## src/e2c_alu.sv

```systemverilog
`timescale 1ns / 1ps
// ----------------------------------------------------------------------------
// e2c_alu
// Shared add and compare unit: used for degree increments, the running sum
// of the build pass, and cursor advance with row bound check.
// ----------------------------------------------------------------------------
module e2c_alu #(
    parameter int W = 13
) (
    input  logic [W-1:0] i_a,
    input  logic [W-1:0] i_b,
    input  logic [W-1:0] i_c,
    output logic [W-1:0] o_sum,
    output logic         o_ge
);

    // One adder and one magnitude compare
    assign o_sum = i_a + i_b;
    assign o_ge  = (i_a >= i_c);

endmodule

```

## config.mk

```make
export PLATFORM = sky130hd
export DESIGN_NAME = e2c_alu
export DESIGN_NICKNAME = d
export VERILOG_FILES = /design/src/e2c_alu.sv
export SDC_FILE = /design/constraint.sdc
export NUM_CORES = 1
export LEC_CHECK = 0
export BUFFER_PORTS_ARGS = -buffer_cell sky130_fd_sc_hd__buf_2
export CAP_MARGIN = 20
export CORE_UTILIZATION = 47
export DETAILED_ROUTE_END_ITERATION = 10
export PLACE_DENSITY = 0.95
export SLEW_MARGIN = 10
export SYNTH_ARGS = -nofsm -noshare
export SYNTH_HDL_FRONTEND = slang
export SYNTH_SLANG_ARGS = --single-unit
export TNS_END_PERCENT = 20
```

## constraint.sdc

```tcl
create_clock -name vclk -period 3.3
set_input_delay 0.66 -clock vclk [all_inputs]
set_output_delay 0.66 -clock vclk [all_outputs]
set_load 0.05 [all_outputs]
```

Word-level counts from Yosys, hierarchy flattened --
Index checks and enable logic that the tools add are counted.
Cells by class: magnitude comparators 1, add/subtract/negate cells 1
Operators with widths (number):
- 13-bit adder | 1
- 13-bit >= comparator | 1
Word-level totals: logic and storage cells 2, flip-flop bits (word level) 0, input port bits 39

Logic depth before layout (Yosys ltp) --
depth in word-level cells 1, mapped depth 7, gate-level depth less buffers 7

Least setup slack after synthesis --
No wires, ideal clock.
path kind input to output, start point in i_a[4], end point out o_sum[11], stages on the path 5, arrival 2884 ps, buffers on the path 0, path slack -244 ps, cells stage by stage ha_1 a21o_1 o21ai_0 a21oi_1 a311oi_1
Between the ends: word-level cells in the longest chain between the ends 1
RTL lines:
- from (decl) | RTL line 10 | input logic [W-1:0] i_a,
- 13-bit adder | RTL line 18 | assign o_sum = i_a + i_b;
- to (decl) | RTL line 13 | output logic [W-1:0] o_sum,
Every way passes these cells.

Final worst setup path --
start point in i_a[0], end point out o_sum[10]
Same word-level chain as after synthesis.

==> results.cfg <==
[sta]
slew_violations = 0
max-slew-margin-rel_pct = 66.3
worst_pin_slew_ns = 0.493
min_period_ns = 3.22
fmax_mhz = 311
final.period_utilization_pct = 97.6
rsz0062_at_grt = no
setup_viol = 0
hold_viol = 0

[synth]
synth_warnings = 0
ys_seq_area_share_pct = 0
synth_most_common_cell = ha_1
syn_nets = 182
synthTopCellsByCount = ha_1 (25), inv_1 (13), a21oi_1 (12)
syn_inst = 117
syn_avg_cell_area_um2 = 7.60
synth_top_area_share_pct = 35.2
synth_area_leaders = ha_1 (35%), xnor2_1 (7.9%), a21o_1 (7.6%)
synth_area_um2 = 890
yosysTopAreaCell = ha_1
yosysUniqueCellTypes = 30

[job]
cap_viol_max_count = 0

[floorplan]
chipWidth_um = 45.5
ios = 53
die_area_um2 = 2070
die-height_um = 45.5
fp.coreArea_um2 = 1750
num_rows = 15
start_util_pct = 51.0

[drt]
routedWlPerCell_um = 12.3
drc_errors = 0
wirelength_um = 2460
drt-initial-drc-count = 20
detail-route-antenna-nets = 0
via_per_inst = 5.52
first_pass_iters = 4
route.vias.total = 1104

[global_route]
grt_use_total_pct = 26.1
grt_pass1_wl_um = 4170
grt_pass1_vias = 1072
grt_start_max_net_pins = 7
antenna_found_initial = 0
overflow = 0

[final_layout]
antennaDiodeCount = 0
design_area_um2 = 1240
nClkBuffers = 0
n_fill_cell = 144
multi_input_area_um2 = 847
drive_gt1_share_pct = 37.1
layout.cells.non_filler = 200
regArea_um2 = 0
fin_nets = 242
syn_to_final_growth_pct = 39.4
n_sequential_cell = 0

[worst_setup_path]
end_kind = primary output
worstSetupStartpointType = primary input
worstSetupPathType = in -> out
crit_arrival_ns = 2.56
crit_fanout = 3
cp.required_ns = 2.64

[worst_hold_path]
min_path_type = in -> out

[power]
netSwitchingPower_uw = 235
internal_power_uw = 126
p_seq_share_pct = 0
powerDensity_nw_per_um2 = 291
max-vdd-ir-drop_v = 0.000132
p_sw_share_pct = 65.1
power_uw = 361
power_frac_clock_pct = 0
pwr-share-comb_pct = 100.0
leakage_uw = 0.000737

[place]
port_buffers = 53
placed_cell_area_um2 = 1230
place_inst = 200
gp_congestion = 0.789
dpl.hpwl_um = 2200

[outcome]
status = finished clean

[clock_network]
postCtsHoldBufs = 0
-- per-stage QoR --
step	setup WS (ns)	TNS, ns	utilization, %	hold slack (ns)
finish	0.0802	0	71.0	1.76
global route	0.00287	0	71.0	1.78
CTS	0.0123	0	70.6	1.76
detailed placement	-0.100	-0.100	70.5	1.76
global placement	-0.0597	-0.0597	70.5	1.75
floorplan	0.0140	0	-	1.69
-- cell type report --
class | count | share of cell area (%)
inverter | 13 | 3.94
multi-input combinational | 104 | 68.3
tap | 25 | 2.52
timing repair buffer | 58 | 25.2
-- critical path, stage by stage --
cell and delay, ns:
buf_2 0.11, ha_1 0.22, fa_1 0.40, a21o_2 0.22, a311oi_2 0.23, nor3_2 0.10
o41ai_2 0.23, xnor2_1 0.16, buf_4 0.22
-- final timing paths --
kind                  startpoint   endpoint  slack (ns)  cells after the start
worst max-delay path      i_a[0]  o_sum[10]        0.08                      9
worst min-delay path      i_b[0]   o_sum[0]        1.76                      3
-- metal layers --
metal | vias up | wire, um | track usage (%)
li1 | 551 | - | -
met1 | 510 | 988 | 30.0
met2 | 39 | 1350 | 50.0
met3 | 4 | 79 | 1.19
met4 | 0 | 44 | 9.09
met5 | - | 0 | 0
-- power by group through the flow --
stage | Sequential [uW] | Clock (uW) | Combinational, uW
after detailed placement | 0 | 0 | 352
after global placement | 0 | 0 | 340
after global routing | 0 | 0 | 387
after CTS | 0 | 0 | 355
final | 0 | 0 | 361
after floorplan | 0 | 0 | 261
-- logic make-up (layout without fill, tap and decap cells) --
kind of cell               count (synthesis)  in the layout  share of synthesized area [%]
and+or+nand+nor                           30             30                           16.5
adders and majority gates                 26             26                           37.4
xor gates and xnor gates                  11             11                           10.8
buffers and inverters                     13             71                           5.49
AOI/OAI and AO/OA                         37             37                           29.8
-- cells in the final DEF, fill, tap and decap left out, types with 2 or more instances in the layout --
master    instances
and3_1            2
nand2_1           9
buf_2            49
a21o_1            9
a211oi_1          2
nand3_1           2
a21oi_1          12
o21ai_0           2
buf_4             8
xnor2_1           8
ha_1             25
nand4_1           3
a311oi_2          2
nor2_1            9
inv_1            13
xor2_1            3
o21a_1            2
-- repair_timing --
action,in CTS,in global routing
endpoints found under the setup margin,1,4
pin swaps,1,1
resized for setup,1,5
buffers inserted,0,0
No activity file was read; power rests on OpenSTA's default activity.
